--- config.mk ---
export PLATFORM = sky130hd
export DESIGN_NAME = snd_front
export DESIGN_NICKNAME = d
export VERILOG_FILES = /design/src/rtl/snd_front.sv
export SDC_FILE = /design/constraint.sdc
export NUM_CORES = 1
export LEC_CHECK = 0
export BUFFER_PORTS_ARGS = -buffer_cell sky130_fd_sc_hd__buf_4
export CORE_UTILIZATION = 56
export CTS_CLUSTER_SIZE = 25
export DETAILED_ROUTE_END_ITERATION = 8
export PLACE_DENSITY = 0.77
export SYNTH_ARGS = -nofsm -noshare
export SYNTH_HDL_FRONTEND = slang
export SYNTH_SLANG_ARGS = --single-unit
--- constraint.sdc ---
create_clock -name i_clk -period 2.4 [get_ports i_clk]
set_input_delay 0.24 -clock i_clk [delete_from_list [all_inputs] [get_ports i_clk]]
set_output_delay 0.24 -clock i_clk [all_outputs]
set_load 0.005 [all_outputs]
--- src/rtl/snd_front.sv ---
`timescale 1ns / 1ps
// ----------------------------------------------------------------------------
// snd_front
// Input side: accepts words, tags pixel or flush, queues them for the engine.
// ----------------------------------------------------------------------------
module snd_front #(
    parameter int PIXEL_BITS = 8
) (
    input  logic                  i_clk,
    input  logic                  i_rst_n,
    input  logic                  i_in_valid,
    output logic                  o_in_stall,
    input  logic                  i_action,
    input  logic [PIXEL_BITS-1:0] i_intensity,
    output logic                  o_q_valid,
    output logic                  o_q_flush,
    output logic [PIXEL_BITS-1:0] o_q_pixel,
    input  logic                  i_q_pop
);
    localparam int QD = 4;
    localparam int QA = $clog2(QD);

    logic [PIXEL_BITS:0] r_mem [QD];
    logic [QA-1:0]       r_wp;
    logic [QA-1:0]       r_rp;
    logic [QA:0]         r_cnt;
    logic                push;
    logic                pop;

    assign o_in_stall = (r_cnt == (QA+1)'(QD));
    assign push       = i_in_valid && !o_in_stall;
    assign o_q_valid  = (r_cnt != '0);
    assign pop        = i_q_pop && o_q_valid;
    assign o_q_flush  = r_mem[r_rp][PIXEL_BITS];
    assign o_q_pixel  = r_mem[r_rp][PIXEL_BITS-1:0];

    always_ff @(posedge i_clk) begin
        if (push) begin
            r_mem[r_wp] <= {i_action, i_intensity};
        end
    end

    always_ff @(posedge i_clk) begin
        if (!i_rst_n) begin
            r_wp  <= '0;
            r_rp  <= '0;
            r_cnt <= '0;
        end else begin
            if (push) begin
                r_wp <= r_wp + 1'b1;
            end
            if (pop) begin
                r_rp <= r_rp + 1'b1;
            end
            case ({push, pop})
                2'b10:   r_cnt <= r_cnt + 1'b1;
                2'b01:   r_cnt <= r_cnt - 1'b1;
                default: r_cnt <= r_cnt;
            endcase
        end
    end

endmodule

Yosys cells after proc, flatten, opt, wreduce, memory -nomap -nowiden:

Memories as Yosys holds them, arrays and structs flattened. A register that Yosys moved wholly into a read port is not among the register bits.
Cells that the tools add are included.

* input port bits: 13
* register bits after elaboration: 7
* memories: 1
* bits in writable memories: 36
* logic and storage cells: 21

* multiplexer cells: 5
* eq/ne operators: 3
* $add $sub $neg: 4
* reduce and logical (&&, ||, !) cells: 5

Memories
* r_mem: words 4, width 9, read ports 1, clocked after memory_dff 1, wr ports 1, RTL line 23 `logic [PIXEL_BITS:0] r_mem [QD];`

Operators by type and width (count)
* one-hot mux 3 bit (2 select lines): 1
* adder 2 x 1 -> 2 bit, second input constant: 2
* two-way mux 2 bit: 2
* adder 3 x 1 -> 3 bit, second input constant: 1
* equality test 3 bit, second input constant: 1
* nonzero test 3 bit: 1
* subtractor 3 x 1 -> 3 bit, second input constant: 1
* equality test 2 x 1 -> 1 bit, second input constant: 1
* equality test 2 bit, second input constant: 1
* logical AND 1 bit: 2
* two-way mux 1 bit: 2
* nonzero test 2 bit: 1
* logical NOT 1 bit: 1

Logic depth before layout (Yosys ltp):

Gate-level depths: netlist of run 1.

* word-level depth: 5
* depth in mapped cells: 10

Worst setup path before layout of run 1:

No wires, ideal clock.

* path kind: reg-to-reg
* start: register r_cnt[2]
* end: register r_cnt[2]
* buffers on the path: 1
* data required time: 2.324 ns
* library setup time: 0.076 ns
* setup slack: 0.337 ns
* period minus slack after synthesis: 2.063 ns
* cell stages (with the launch flop): 11
* arrival time: 1.987 ns
* path through: dfxtp_1 > nor3b_2 > nor2b_1 > buf_6 > inv_1 > ha_1 > inv_1 > fa_1 > xor2_1 > or3_1 > a21boi_0

* longest elaborated chain between the ends: 5
* elaborated cells on any way between the ends: 11
* classes of those cells: add/sub (2); eq/ne (3); mux (1); reduce/logical (5)

RTL lines
* from (decl): RTL line 26 `logic [QA:0] r_cnt;`
* from (signal assigned): RTL line 56 `2'b10: r_cnt <= r_cnt + 1'b1;`
* from (signal assigned): RTL line 57 `2'b01: r_cnt <= r_cnt - 1'b1;`
* from (signal assigned): RTL line 58 `default: r_cnt <= r_cnt;`
* equality test 3 bit *: RTL line 30 `assign o_in_stall = (r_cnt == (QA+1)'(QD));`
* via o_in_stall: RTL line 12 `output logic o_in_stall,`
* logical NOT 1 bit *: RTL line 31 `assign push = i_in_valid && !o_in_stall;`
* logical AND 1 bit *: RTL line 31
* equality test 2 x 1 -> 1 bit / equality test 2 bit (equally long branches): RTL line 55 `case ({push, pop})`
* one-hot mux 3 bit (2 select lines) / nonzero test 2 bit (equally long branches)

Mark *: on every way through the listed nets, which the timed path passes. The rest lies on a longest branch.
A chain may end at the register's enable or synchronous reset.

Worst setup path in the final report of run 1:

* start: register r_cnt[1]
* end: register r_cnt[2]

* longest elaborated chain between the ends: 5
* elaborated cells on any way between the ends: 11
* classes of those cells: add/sub (2); eq/ne (3); mux (1); reduce/logical (5)

RTL lines (RTL line)
* equality test 3 bit: 30
* logical NOT 1 bit: 31
* logical AND 1 bit: 31
* equality test 2 x 1 -> 1 bit / equality test 2 bit (equally long branches): 55
* one-hot mux 3 bit (2 select lines) / nonzero test 2 bit (equally long branches)

Parallel ways exist; a longest one is shown, timed or not.

==> flow_summary.json, run 1 <==
{
  "synthAdderAreaFrac_pct": 4.577,
  "cts.sinks": 45,
  "synth.avg_cell_area_sq_um": 18.22,
  "diodes": 0,
  "synth_xor_area_share_pct": 1.942,
  "cpMostUsedCell": "inv_1",
  "core_area_sq_um": 3053,
  "max_freq_mhz": 453.3,
  "critical_path_required_ns": 2.66,
  "maxCapViolations": 0,
  "synthesis.area_sq_um": 1804,
  "drt-total-wl_mm": 2.609,
  "cts_made_buffers": 5,
  "fin_setup_tns_ns": 0,
  "synth_compound_area_share_pct": 2.427,
  "synth-seq-area-share_pct": 69.90,
  "p_leak_nw": 0.7387,
  "tightest_slew_ns": 0.6174,
  "grt_start_max_net_pins": 15,
  "final_nets": 144,
  "synth-main-ff-cell": "edfxtp_1",
  "fin_area_sq_um": 2088,
  "clockBufferDepth": 2,
  "power_mw": 2.000,
  "maxSlewViolCount": 0,
  "worstPathCellList": "nor3b_2 > nor2b_2 > inv_1 > ha_1 > inv_1 > fa_1 > xor2_1 > or3_1 > a21boi_0",
  "placed_area_sq_um": 2008,
  "ant_nets": 0,
  "ys_types": 23,
  "die_y_um": 58.76,
  "grt_pass1_vias": 890,
  "hold_viol": 0,
  "io_pins": 24,
  "layout-drive-gt1-share_pct": 38.89,
  "root_buffer": "clkbuf_4",
  "status": "complete, no violations",
  "hold-worst-slack_ns": 0.08709,
  "htree_levels": 2,
  "hold_buffers": 0,
  "core.rowCount": 20,
  "grt_usage_pct": 18.33,
  "crit_path_start_kind": "flip-flop",
  "clk_latency_ns": 0.34,
  "num_vias": 890,
  "clk_pin_slew_ns": 0.13,
  "async_reset_ff_share_pct": 0,
  "setup-violations-final": 0,
  "hold_class": "in -> reg",
  "slowest_delay_ns": 0.39,
  "multi_input_area_sq_um": 499.2,
  "arrival_ns": 2.46,
  "power.density_nw_per_um2": 957.9,
  "crit_path_end_kind": "flip-flop",
  "synth-edff-count": 36,
  "syn_nets": 118,
  "gp_congestion": 0.7937,
  "synthSimpleGateAreaFrac_pct": 6.241,
  "skew_ns": 0.01169,
  "portBuffers": 23,
  "grt_overflow": 0,
  "crit_type": "reg -> reg",
  "syn_inst": 99,
  "post-dp-hpwl_mm": 1.810,
  "antenna_found_initial": 0,
  "die_w_um": 58.76,
  "period_needed_ns": 2.206,
  "layout_commonest_cell": "edfxtp_1",
  "drt_first_pass_iters": 4,
  "area_delta_synth_final_pct": 15.74,
  "slew_headroom_pct": 58.78,
  "drtIter0Drc": 42,
  "synth.mux.area_fraction_pct": 12.34,
  "ir_drop_uv": 484.2,
  "drc_errors": 0,
  "cts_tree": "built",
  "grt_pass1_wl_mm": 4.333,
  "yosys_register_bits": 45,
  "cp_slowest_cell": "dfxtp_1",
  "num-fill-cells": 216,
  "vias_per_cell": 5.235,
  "ys_warn_count": 0,
  "rsz0062_at_grt": "false",
  "layout_common_cells": "36 x edfxtp_1, 23 x buf_4, 9 x mux4_2",
  "design.die.area_sq_um": 3453,
  "fin_crit_sh_pct": 91.91,
  "utilization_pct": 68.40,
  "synth_top_family_by_area": "multiplexers",
  "initial_core_util_pct": 59.10,
  "wl_per_cell_um": 15.35,
  "crit_path_max_fanout": 7,
  "register_area_sq_um": 1262
}
-- worst max-delay path, delay by kind of cell (launching register included) --
kind,cells,cell delay (ns)
and+or+nand+nor,3,0.69
adders and majority gates,2,0.56
DFF,1,0.39
AOI/OAI and AO/OA,1,0.18
xor gates and xnor gates,1,0.17
buffers and inverters,2,0.14
-- final timing paths --
kind / slack (ns) / cells after the start / start / to
min: 0.09 / 1 / i_intensity[4] / r_mem[0][4]
min reg2reg: 0.51 / 2 / r_wp[1] / r_wp[1]
max: 0.19 / 9 / r_cnt[1] / r_cnt[2]
max reg2reg: 0.19 / 9 / r_cnt[1] / r_cnt[2]
-- power by group --
part | leakage (nW) | switching (mW) | internal, mW | total [mW]
registers | 0.405 | 0.105 | 0.951 | 1.06
clock network | 0.0422 | 0.219 | 0.219 | 0.438
logic | 0.292 | 0.189 | 0.319 | 0.507
total | 0.739 | 0.512 | 1.49 | 2.00
-- repair_timing --
| item | 4_1_cts | 5_1_grt |
|---|---|---|
| setup buffers | 0 | 0 |
| endpoints found under the setup margin | 0 | 1 |
| gates resized for setup | 0 | 2 |
-- final cells by class --
cell class	instances	area share [%]
sequential	45	60.46
multi-input combinational	44	23.91
timing repair buffer	23	8.268
tap	44	2.636
clock buffer	6	1.977
clock inverter	2	1.678
inverter	6	1.078
-- metrics by stage --
step / instances / setup slack (ns)
2_1_floorplan: 99 / 0.3374
3_3_place_gp: 162 / 0.3538
3_5_place_dp: 162 / 0.1523
4_1_cts: 170 / 0.1324
5_1_grt: 170 / 0.02013
6_report: 170 / 0.1941
-- registers in the layout, summed over array words and instances (netlist names), named ones only --
| name | cells |
|---|---|
| r_wp | 2 |
| r_rp | 2 |
| r_cnt | 3 |
| r_mem | 36 |
-- layer usage --
layer / GRT usage (%) / part of all wire (%) / wire length, um / vias up
met3: 6.374 / 5.5 / 143 / 5
met1: 22.27 / 41 / 1062 / 432
li1: - / - / - / 422
met4: 8.503 / 1.3 / 34 / 0
met5: 0 / 0 / 0 / -
met2: 29.55 / 52 / 1368 / 31
-- cell families (layout without fill, tap and decap cells) --
logic type,Yosys count,count (layout)
compound gates,5,5
xor+xnor,4,4
fa+ha+maj,6,6
buf+inv,10,37
flops,45,45
mux,11,11
simple gates,18,18
-- cells in the mapped netlist (all sizes together), types with 2 or more instances --
| library cell | number | share of area [%] |
|---|---|---|
| mux2i | 2 | 1.1 |
| mux4 | 9 | 11 |
| inv | 6 | 1.2 |
| o21ai | 2 | 0.55 |
| or3 | 2 | 0.76 |
| xnor2 | 3 | 1.5 |
| clkbuf | 2 | 0.42 |
| and2 | 7 | 2.7 |
| nand2 | 5 | 1.0 |
| nor2b | 3 | 1.0 |
| edfxtp | 36 | 60 |
| dfxtp | 9 | 10 |
| buf | 2 | 0.90 |
| ha | 5 | 3.5 |
Note: power is estimated with default switching activity, not from simulation.
==> run 2: changes to the inputs <==
CORE_UTILIZATION = 25   (was 56)
PLACE_DENSITY = 0.4   (was 0.77)
==> run 2 against run 1 <==
Via count grew 0.22%. Sequential share of layout area shrank 2.9 points. Utilization shrank 37 points. Design area grew 4.9%. Sequential power is essentially flat. Non-clock buffer count grew 1. Routed wire length grew 21%. Register-to-register slack is essentially flat. First-iteration DRC count grew 36%. Count of clock-buffer cells in the layout shrank 1. Power grew 7.3%. Highest routed layer unchanged.
==> flow_summary.json, run 2 (synthesized netlist as in run 1, its figures left out) <==
{
  "num_vias": 892,
  "hold_viol": 0,
  "core.rowCount": 30,
  "period_needed_ns": 2.194,
  "grt_start_max_net_pins": 15,
  "cts_tree": "built",
  "layout-drive-gt1-share_pct": 37.80,
  "drtIter0Drc": 57,
  "hold_class": "in -> reg",
  "layout_common_cells": "36 x edfxtp_1, 24 x buf_4, 9 x mux4_2, 9 x dfxtp_1, 6 x inv_1",
  "dp_slack_ns": 0.2311,
  "maxCapViolations": 0,
  "wl_per_cell_um": 14.11,
  "cts_made_buffers": 5,
  "area_delta_synth_final_pct": 21.43,
  "setup-violations-final": 0,
  "layout_commonest_cell": "edfxtp_1",
  "grt_pass1_vias": 950,
  "io_pins": 24,
  "drt-total-wl_mm": 3.146,
  "crit_type": "reg -> reg",
  "design.die.area_sq_um": 7560,
  "reg_top3": "r_mem (36), r_cnt (3)",
  "worst_slack_ns": 0.2061,
  "antenna_found_initial": 0,
  "gp_congestion": 0.6639,
  "dp_cells": 215,
  "ir_drop_uv": 227.0,
  "drt_first_pass_iters": 4,
  "diodes": 0,
  "crit_path_max_fanout": 7,
  "drc_errors": 0,
  "slew_headroom_pct": 68.92,
  "clk_latency_ns": 0.29,
  "arrival_ns": 2.41,
  "crit_path_start_kind": "flip-flop",
  "clk_pin_slew_ns": 0.08,
  "post-dp-hpwl_mm": 2.145,
  "grt_pass1_wl_mm": 4.830,
  "post_cts_resized": 0,
  "root_buffer": "clkbuf_8",
  "htree_levels": 2,
  "cts.sinks": 45,
  "post_cts_buffers": 0,
  "hold_buffers": 0,
  "p_leak_nw": 0.7520,
  "critical_path_required_ns": 2.62,
  "status": "complete, no violations",
  "hold-worst-slack_ns": 0.1421,
  "finalNonFillerCells": 223,
  "tightest_slew_ns": 0.4656,
  "grt_usage_pct": 9.158,
  "maxSlewViolCount": 0,
  "max_freq_mhz": 455.8,
  "core_area_sq_um": 6869,
  "die_y_um": 86.95,
  "portBuffers": 23,
  "fin_crit_sh_pct": 91.41,
  "initial_core_util_pct": 26.27,
  "ant_nets": 0,
  "top_register": "r_mem",
  "largest_reg_flops": 36,
  "crit_path_end_kind": "flip-flop",
  "die_w_um": 86.95,
  "grt_overflow": 0,
  "skew_ns": 0.005790,
  "clockBufferDepth": 2,
  "fin_setup_tns_ns": 0,
  "rsz0062_at_grt": "false",
  "power.density_nw_per_um2": 980.1,
  "final_nets": 145,
  "vias_per_cell": 4.000
}
run 2: cell count changes in the layout (fill, tap and decap cells not counted):
cell | before | now
clkbuf_4 | 5 | 0
clkbuf_1 | 1 | 0
clkinv_2 | 1 | 0
clkinvlp_4 | 0 | 1
clkinv_1 | 0 | 1
clkbuf_8 | 0 | 5
buf_4 | 23 | 24
dfxtp_1 | 8 | 9
nor2b_1 | 2 | 3
nor2b_2 | 1 | 0
dfxtp_2 | 1 | 0
run 2: report_power, final:
group	internal, mW	switching, mW	leakage (nW)
clock network	0.306	0.253	0.0518
logic	0.331	0.224	0.296
registers	0.950	0.0826	0.404
run 2: area by class of cell:
cell class	instances	area [sq um]
fillers	678	4678
flip-flops and latches	45	1261
multi-input cells	44	496.7
repair buffers	24	180.2
well taps	96	120.1
clock buffers	5	68.82
clock inverters	3	41.29
inverters	6	22.52
run 2: final timing paths:
path	start	to	slack (ns)	cells past startpoint
worst max-delay path	r_cnt[2]	r_cnt[2]	0.21	9
worst min-delay path	i_intensity[2]	r_mem[0][2]	0.14	1
worst max register to register	r_cnt[2]	r_cnt[2]	0.21	9
worst min register to register	r_wp[1]	r_wp[1]	0.52	2
run 2: metal layers:
layer | routed length [um] | GRT usage, % | vias to the layer above
li1 | - | - | 422
met1 | 1298 | 10.38 | 444
met2 | 1642 | 15.39 | 20
met3 | 159 | 3.697 | 6
met4 | 45 | 3.636 | 0
met5 | 0 | 0 | -
run 2: critical path, cell delays in order, from the launching register on:
cell and delay (ns):
dfxtp_1 0.42, nor3b_2 0.23, nor2b_1 0.14, inv_1 0.09, ha_1 0.17, inv_1 0.06, fa_1 0.37, xor2_1 0.16
or3_1 0.31, a21boi_0 0.18
run 2: through the flow:
step	utilization, %	power [mW]	area (sq um)
final	31.89	2.147	2191
after global routing	31.89	2.272	2191
after CTS	31.89	2.185	2191
after detailed placement	30.29	1.623	2081
after global placement	30.29	1.612	2081
after floorplan	-	1.377	1804
